`src/sv/sidd_pkg.sv`:
```
`timescale 1ns / 1ps
`default_nettype none
// ----------------------------------------------------------------------------
// sidd_pkg
// Shared types and constants of the sorted insert / descending drain unit.
// ----------------------------------------------------------------------------
package sidd_pkg;

  localparam int CAPACITY = 32;
  localparam int VALUE_W  = 32;

  typedef struct packed {
    logic signed [VALUE_W-1:0] value;
    logic                      last;
  } in_t;

  typedef struct packed {
    logic signed [VALUE_W-1:0] sorted_value;
    logic                      last_out;
    logic                      overflow;
  } out_t;

  // Control broadcast from the sequencer to every cell.
  typedef struct packed {
    logic ins;    // insert the broadcast value
    logic shift;  // move every entry one cell toward the head
  } cell_ctl_t;

  // What a cell shows its neighbors.
  typedef struct packed {
    logic signed [VALUE_W-1:0] value;
    logic                      valid;
    logic                      take;
  } cell_link_t;

  typedef enum logic [1:0] {
    ST_FILL  = 2'b01,
    ST_DRAIN = 2'b10
  } state_t;

endpackage
`default_nettype wire

```
`src/sv/sidd_cell.sv`:
```
`timescale 1ns / 1ps
`default_nettype none
// ----------------------------------------------------------------------------
// sidd_cell
// One slot of the sorting chain. Slots hold values in descending order from
// the head; an insert pushes the smaller tail one slot down.
// ----------------------------------------------------------------------------
module sidd_cell (
  input  logic                                 clk,
  input  logic                                 rst,
  input  sidd_pkg::cell_ctl_t                  ctl,
  input  logic signed [sidd_pkg::VALUE_W-1:0]  ins_value,
  input  sidd_pkg::cell_link_t                 prev,
  input  sidd_pkg::cell_link_t                 next,
  output sidd_pkg::cell_link_t                 self
);
  import sidd_pkg::*;

  logic signed [VALUE_W-1:0] value;
  logic                      valid;
  logic                      take;

  // The new value belongs at or above this slot when the slot is empty or
  // holds a smaller value. Equal values stay ahead of the new one.
  assign take = !valid || (ins_value > value);

  assign self.value = value;
  assign self.valid = valid;
  assign self.take  = take;

  always_ff @(posedge clk) begin
    if (rst) begin
      valid <= 1'b0;
    end else if (ctl.shift) begin
      valid <= next.valid;
    end else if (ctl.ins && take) begin
      valid <= prev.take ? prev.valid : 1'b1;
    end
  end

  always_ff @(posedge clk) begin
    if (ctl.shift) begin
      value <= next.value;
    end else if (ctl.ins && take) begin
      value <= prev.take ? prev.value : ins_value;
    end
  end

endmodule
`default_nettype wire

```
`src/sv/sorted_insert_descending_drain_unit.sv`:
```
`timescale 1ns / 1ps
`default_nettype none
// ----------------------------------------------------------------------------
// sorted_insert_descending_drain_unit
// Insertion sorter built as a chain of cells; drains a batch largest first.
// ----------------------------------------------------------------------------
//   channel | direction | handshake           | payload
//   in      | input     | in_valid / in_ready  | in_data  (value, last)
//   out     | output    | out_valid / out_ready| out_data (sorted_value,
//           |           |                      |           last_out, overflow)
//
// An input item is inserted in the cycle of its transfer, one item per cycle
// while filling; a full chain drops it and flags overflow. After a last item
// the input stalls while the chain shifts out one result per cycle through
// the output register; output stalls hold the chain in place. Reset clears
// the cell valid bits, overflow flag and sequencer; no clearing pass is needed.
// ----------------------------------------------------------------------------
module sorted_insert_descending_drain_unit (
  input  logic           clk,
  input  logic           rst,
  input  logic           in_valid,
  output logic           in_ready,
  input  sidd_pkg::in_t  in_data,
  output logic           out_valid,
  input  logic           out_ready,
  output sidd_pkg::out_t out_data
);
  import sidd_pkg::*;

  state_t     state;
  logic       dropped;
  cell_ctl_t  ctl;
  cell_link_t self_lnk [CAPACITY];
  cell_link_t prev_lnk [CAPACITY];
  cell_link_t next_lnk [CAPACITY];
  logic [CAPACITY-1:0] cell_valid;
  logic       in_xfer;
  logic       full;
  logic       load;
  logic       final_load;

  assign in_ready   = (state == ST_FILL);
  assign in_xfer    = in_valid && in_ready;
  assign full       = cell_valid[CAPACITY-1];
  assign load       = (state == ST_DRAIN) && (!out_valid || out_ready);
  assign final_load = load && !cell_valid[1];

  assign ctl.ins   = in_xfer && !full;
  assign ctl.shift = load;

  for (genvar g = 0; g < CAPACITY; g++) begin : g_cell
    assign cell_valid[g] = self_lnk[g].valid;

    if (g == 0) begin : g_head
      assign prev_lnk[g] = '0;
    end else begin : g_prev
      assign prev_lnk[g] = self_lnk[g-1];
    end

    if (g == CAPACITY-1) begin : g_tail
      assign next_lnk[g] = '0;
    end else begin : g_next
      assign next_lnk[g] = self_lnk[g+1];
    end

    sidd_cell u_cell (
      .clk       (clk),
      .rst       (rst),
      .ctl       (ctl),
      .ins_value (in_data.value),
      .prev      (prev_lnk[g]),
      .next      (next_lnk[g]),
      .self      (self_lnk[g])
    );
  end

  always_ff @(posedge clk) begin
    if (rst) begin
      state     <= ST_FILL;
      dropped   <= 1'b0;
      out_valid <= 1'b0;
    end else begin
      unique case (state)
        ST_FILL: begin
          if (in_xfer && full) begin
            dropped <= 1'b1;
          end
          if (in_xfer && in_data.last) begin
            state <= ST_DRAIN;
          end
          if (out_ready) begin
            out_valid <= 1'b0;
          end
        end
        ST_DRAIN: begin
          if (load) begin
            out_valid <= 1'b1;
            if (final_load) begin
              state   <= ST_FILL;
              dropped <= 1'b0;
            end
          end
        end
        default: begin
          state <= ST_FILL;
        end
      endcase
    end
  end

  always_ff @(posedge clk) begin
    if (load) begin
      out_data.sorted_value <= self_lnk[0].value;
      out_data.last_out     <= !cell_valid[1];
      out_data.overflow     <= dropped;
    end
  end

`ifndef NO_ASSERTIONS
  // Occupied cells always form one run starting at the head.
  a_valid_contiguous: assert property (@(posedge clk) disable iff (rst)
    ((cell_valid & (cell_valid + CAPACITY'(1))) == '0))
    else $error("cell valid bits are not contiguous from the head");

  // A drain never runs on an empty chain.
  a_drain_nonempty: assert property (@(posedge clk) disable iff (rst)
    (state == ST_DRAIN) |-> cell_valid[0])
    else $error("drain with empty chain");

  // The final result of a drain leaves the chain empty and reopens the input.
  a_drain_end: assert property (@(posedge clk) disable iff (rst)
    final_load |=> (state == ST_FILL) && (cell_valid == '0) && out_data.last_out)
    else $error("drain did not end cleanly");

  // Head and second cell stay in descending order.
  a_head_order: assert property (@(posedge clk) disable iff (rst)
    cell_valid[1] |-> (self_lnk[0].value >= self_lnk[1].value))
    else $error("chain head out of order");
`endif

endmodule
`default_nettype wire
```
`config.mk`:
```
export PLATFORM = sky130hd
export DESIGN_NAME = sorted_insert_descending_drain_unit
export DESIGN_NICKNAME = d
export VERILOG_FILES = /design/src/sv/sidd_pkg.sv /design/src/sv/sidd_cell.sv /design/src/sv/sorted_insert_descending_drain_unit.sv
export SDC_FILE = /design/constraint.sdc
export NUM_CORES = 2
export LEC_CHECK = 0
export BUFFER_PORTS_ARGS = -buffer_cell sky130_fd_sc_hd__clkbuf_2
export CORE_ASPECT_RATIO = 1.5
export CORE_UTILIZATION = 55
export DETAILED_ROUTE_END_ITERATION = 12
export GPL_TIMING_DRIVEN = 0
export PLACE_DENSITY = 0.77
export SETUP_SLACK_MARGIN = 0.05
export SYNTH_ARGS = -nofsm -noshare
export SYNTH_HDL_FRONTEND = slang
export SYNTH_HIERARCHICAL = 1
export SYNTH_SLANG_ARGS = --single-unit
```
`constraint.sdc`:
```
create_clock -name clk -period 15.85 [get_ports clk]
set_input_delay 1.585 -clock clk [delete_from_list [all_inputs] [get_ports clk]]
set_output_delay 1.585 -clock clk [all_outputs]
set_load 0.005 [all_outputs]
```
Word level (Yosys, flattened, before mapping)
Cells that the tools add are included.

operators by class
  $lt $le $gt $ge = 32
  reductions and logical operators = 140
  mux-type cells = 197
  equal/unequal tests = 7

operators with widths
  cell                  number
  $mux W32              93
  $gt A32 B32 Y1        32
  $mux W1               98
  $reduce_bool A2 Y1    32
  $logic_and A1 B1 Y1   38
  $logic_not A1 Y1      33
  $logic_or A1 B1 Y1    33
  $mux W2               3
  $ne A2 B1 Y1 const B  3
  $reduce_and A3 Y1     2
  $ne A2 B2 Y1 const B  2
  $pmux W1 S2           2
  $pmux W2 S2           1
  $reduce_and A4 Y1     1
  $eq A2 B1 Y1 const B  1
  $eq A2 B2 Y1 const B  1
  $reduce_or A2 Y1      1

storage, ports and cells
  input bits = 37
  output and inout bits = 36
  flip-flop bits (word level) = 1094
  logic and storage cells = 446

Logic depth before layout (Yosys ltp)
  word-level depth = 7
  mapped depth = 16
  mapped depth without buffers = 14

By module
The synthesis kept the hierarchy.

modules (own cells, without submodules)
  module                               cells each  area each (um^2)  sequential area each (um^2)  instances
  sidd_cell                            265         2516.2            980.9                        32
  sorted_insert_descending_drain_unit  62          1265.0            1101.1                       1

Worst setup path before layout
OpenSTA, ideal clock, no wires.

  kind = input-to-reg
  start = input port out_ready
  end = register g_cell[0].u_cell.value[0] (enable)
  arrival = 8.868 ns
  required time = 15.454 ns
  stages = 4
  library setup time = 0.396 ns
  path buffers = 1
  slack = 6.586 ns
  cells stage by stage = nor2b_4 -> nor2b_1 -> clkbuf_1 -> a311o_1

RTL lines
  element                 RTL line                                   text
  start: declaration      sorted_insert_descending_drain_unit.sv:25  input logic out_ready,
  end signal: assignment  sidd_cell.sv:43                            value <= next.value;
  end signal: assignment  sidd_cell.sv:45                            value <= prev.take ? prev.value : ins_value;
  end: declaration        sidd_cell.sv:19                            logic signed [VALUE_W-1:0] value;

Worst setup path in the final report
  start = input port in_data[32] in the netlist's numbering
  end = register g_cell[31].u_cell.value[19], data pin

on the way
  cells in the longest elaborated chain, start to end = 3

ends and longest elaborated chain
  element                     RTL line                                   text
  start: declaration          sorted_insert_descending_drain_unit.sv:23  input sidd_pkg::in_t in_data,
  $gt A32 B32 Y1              sidd_cell.sv:25                            assign take = !valid || (ins_value > value);
  $logic_or A1 B1 Y1          sidd_cell.sv:25
  via g_cell[30].u_cell.take  sidd_cell.sv:21                            logic take;
  $mux W32                    sidd_cell.sv:45
  end signal: assignment      sidd_cell.sv:43
  end signal: assignment      sidd_cell.sv:45
  end: declaration            sidd_cell.sv:19

The timed path passes the listed nets, and every way through them passes these cells.
A chain may end at the register's enable or synchronous reset.

==> qor.json <==
{
  "run_status": {
    "run_status": "finished with violations",
    "violations": "design-rule violations"
  },
  "setup_path": {
    "critical_path_peak_fanout": 35,
    "required_ns": 16.33,
    "crit_path_start_kind": "primary input",
    "worst-setup-path-type": "primary input to flop",
    "timing.critical_path.arrival_ns": 5.82,
    "critPathCaptureType": "flop",
    "critical_path.startpoint": "in_data[32]",
    "critical_path.reg2reg.startpoint": "g_cell[29].u_cell/value[31]"
  },
  "sta": {
    "layout_min_cycle_time_ns": 5.33,
    "rsz0062_at_grt": "no",
    "drv_slew": 0,
    "final_worst_path_period_share_pct": 33.6,
    "fmax_mhz": 188,
    "fin_worst_skew_ns": 0.0382,
    "hold_viol": 0,
    "tns_ns": 0,
    "worst_slew_margin_rel_pct": 41.1,
    "report.final.setup_viol": 0,
    "worstMarginPinSlew_ns": 0.884
  },
  "floorplanning": {
    "floorplan.rows": 172,
    "start_util_pct": 55.6,
    "die-area_um2": 150000,
    "fp.coreArea_um2": 147000,
    "io_pins": 73,
    "dieWidth_um": 317,
    "die_h_um": 474
  },
  "clock_tree": {
    "clkLatencyLatePin_ns": 0.76,
    "cts.sinks": 1094,
    "clock_pin_slew_on_the_worst_setup_and_hold_paths_ns": 0.06,
    "htree_levels": 3,
    "hold_fix_buffers_cts": 0,
    "cts-root-to-sink-buffers": 3,
    "clk_root_buf": "sky130_fd_sc_hd__clkbuf_16",
    "postCtsResizedCells": 0,
    "post-cts-setup-buffers": 0,
    "cts_tree": "yes",
    "tritoncts.num_buffers": 109
  },
  "cells_and_area": {
    "finish.cell_count_without_fillers": 10800,
    "post_route_cells_drive_above_1_share_pct": 5.09,
    "areaGrowthSynthToFinish_pct": 9.73,
    "design.final.nets": 9894
  },
  "hold_path": {
    "worst_hold_path_type": "flop to flop",
    "min-delay-start": "dropped"
  },
  "power_and_ir_drop": {
    "worst_ir_drop_vdd_mv": 0.106,
    "switchingPower_w": 0.00390,
    "power.combinational.fraction_pct": 28.3,
    "switching_share_pct": 35.7,
    "cell_internal_pwr_w": 0.00703,
    "seq_power_share_pct": 45.7,
    "power.leakage_nw": 43.7,
    "p_clk_share_pct": 26.0,
    "pwr_density_cell_nw_per_um2": 122
  },
  "global_routing": {
    "track_usage_pct": 33.6,
    "grt_pass1_vias": 71000,
    "global_route_wire_length_before_repair_um": 392000,
    "antenna_found_initial": 6,
    "grt_overflow_total": 0,
    "largest_net_degree_at_the_start_of_global_routing": 55
  },
  "drt": {
    "routed_wl_um": 256000,
    "final_antenna_net_count": 0,
    "vias_per_cell": 6.43,
    "detailedRoute.firstPassIterationCount": 12,
    "drt-wirelength-per-cell_um": 23.6,
    "drt_first_iter_violations": 6525,
    "dr_total_vias": 69700,
    "drc": 1
  },
  "placement": {
    "placed_cells_incl_taps": 10600,
    "final_wtd_congestion": 0.926,
    "dpl.hpwl_um": 195000,
    "portBuffers": 72
  },
  "job": {
    "timing.max_cap.violations": 0
  },
  "yosys": {
    "mappedNetlistArea_um2": 81800,
    "number_of_standard_cells_after_synthesis": 8540,
    "yosysWarnings": 6,
    "post_synth.cell_area_avg_um2": 9.57
  }
}
state kept, by name, summed over array words and instances, names as in the netlist:
signal and cells:
out_valid 1, g_cell.u_cell/valid 32, state 2, dropped 1, out_data 34, g_cell.u_cell/value 1024
power groups by stage:
stage | sequential [W] | combinational [W] | clock [W]
finish | 0.00499 | 0.00309 | 0.00284
global route | 0.00502 | 0.00348 | 0.00296
CTS | 0.00495 | 0.00304 | 0.00286
detailed placement | 0.00501 | 0.00301 | 0
global placement | 0.00501 | 0.00275 | 0
floorplan | 0.00458 | 0.00214 | 0
worst max-delay path, cell delays in order:
cell	delay, ns
sky130_fd_sc_hd__clkbuf_4	0.41
sky130_fd_sc_hd__buf_16	0.37
sky130_fd_sc_hd__ha_1	0.35
sky130_fd_sc_hd__nand4_1	0.15
sky130_fd_sc_hd__nor3_1	0.60
sky130_fd_sc_hd__o31a_1	0.34
sky130_fd_sc_hd__a211o_1	0.21
sky130_fd_sc_hd__a21bo_2	0.15
sky130_fd_sc_hd__buf_4	0.09
sky130_fd_sc_hd__clkbuf_1	0.37
sky130_fd_sc_hd__buf_1	0.65
sky130_fd_sc_hd__mux2i_1	0.34
sky130_fd_sc_hd__o21ai_0	0.10
placed cells by master, fill, tap and decap left out, types with 128 or more instances in the layout:
master	count
sky130_fd_sc_hd__a21oi_1	418
sky130_fd_sc_hd__clkbuf_1	271
sky130_fd_sc_hd__edfxtp_1	1058
sky130_fd_sc_hd__ha_1	1026
sky130_fd_sc_hd__inv_1	1125
sky130_fd_sc_hd__mux2i_1	1025
sky130_fd_sc_hd__nand2_1	1218
sky130_fd_sc_hd__nand3_1	128
sky130_fd_sc_hd__nand4_1	160
sky130_fd_sc_hd__o21ai_0	1120
cell type report:
class | count | area (µm²)
diodes | 1 | 2.50
plain buffers | 415 | 1790
clock buffers | 135 | 2970
clock inverters | 69 | 857
fillers | 12100 | 57300
inverters | 1125 | 4220
multi-input cells | 5972 | 43600
flip-flops and latches | 1094 | 32500
well taps | 1914 | 2390
repair buffers | 114 | 1430
path summary, 6_finish.rpt:
check	endpoint	slack, ns	depth (start not counted)
setup / recovery	g_cell[31].u_cell/value[19]	10.52	13
hold / removal	out_data[0]	0.45	0
setup reg to reg	g_cell[30].u_cell/value[27]	11.72	12
hold reg to reg	out_data[0]	0.45	0
through the flow:
| stage | setup slack, ns | utilization (%) | instance area, µm² | hold slack [ns] | total power (W) |
|---|---|---|---|---|---|
| final | 10.52 | 61.0 | 89700 | 0.454 | 0.0109 |
| after global routing | 10.47 | 61.0 | 89700 | 0.484 | 0.0115 |
| after floorplan | 6.59 | - | 82000 | 0.429 | 0.00672 |
| after CTS | 10.72 | 61.0 | 89700 | 0.460 | 0.0109 |
| after global placement | -0.636 | 57.7 | 84800 | 0.440 | 0.00777 |
| after detailed placement | 9.92 | 58.4 | 85900 | 0.459 | 0.00802 |
layer usage:
layer | part of all wire (%) | routed length [µm] | track usage (%) | up-vias
met5 | 0.0098 | 25 | 0 | -
met4 | 6.6 | 16900 | 21.1 | 4
met3 | 7.1 | 18200 | 3.82 | 1157
met2 | 50 | 127000 | 58.5 | 3578
met1 | 37 | 94000 | 39.0 | 33600
li1 | - | - | - | 31300
Note: power is estimated with default switching activity, not from simulation.
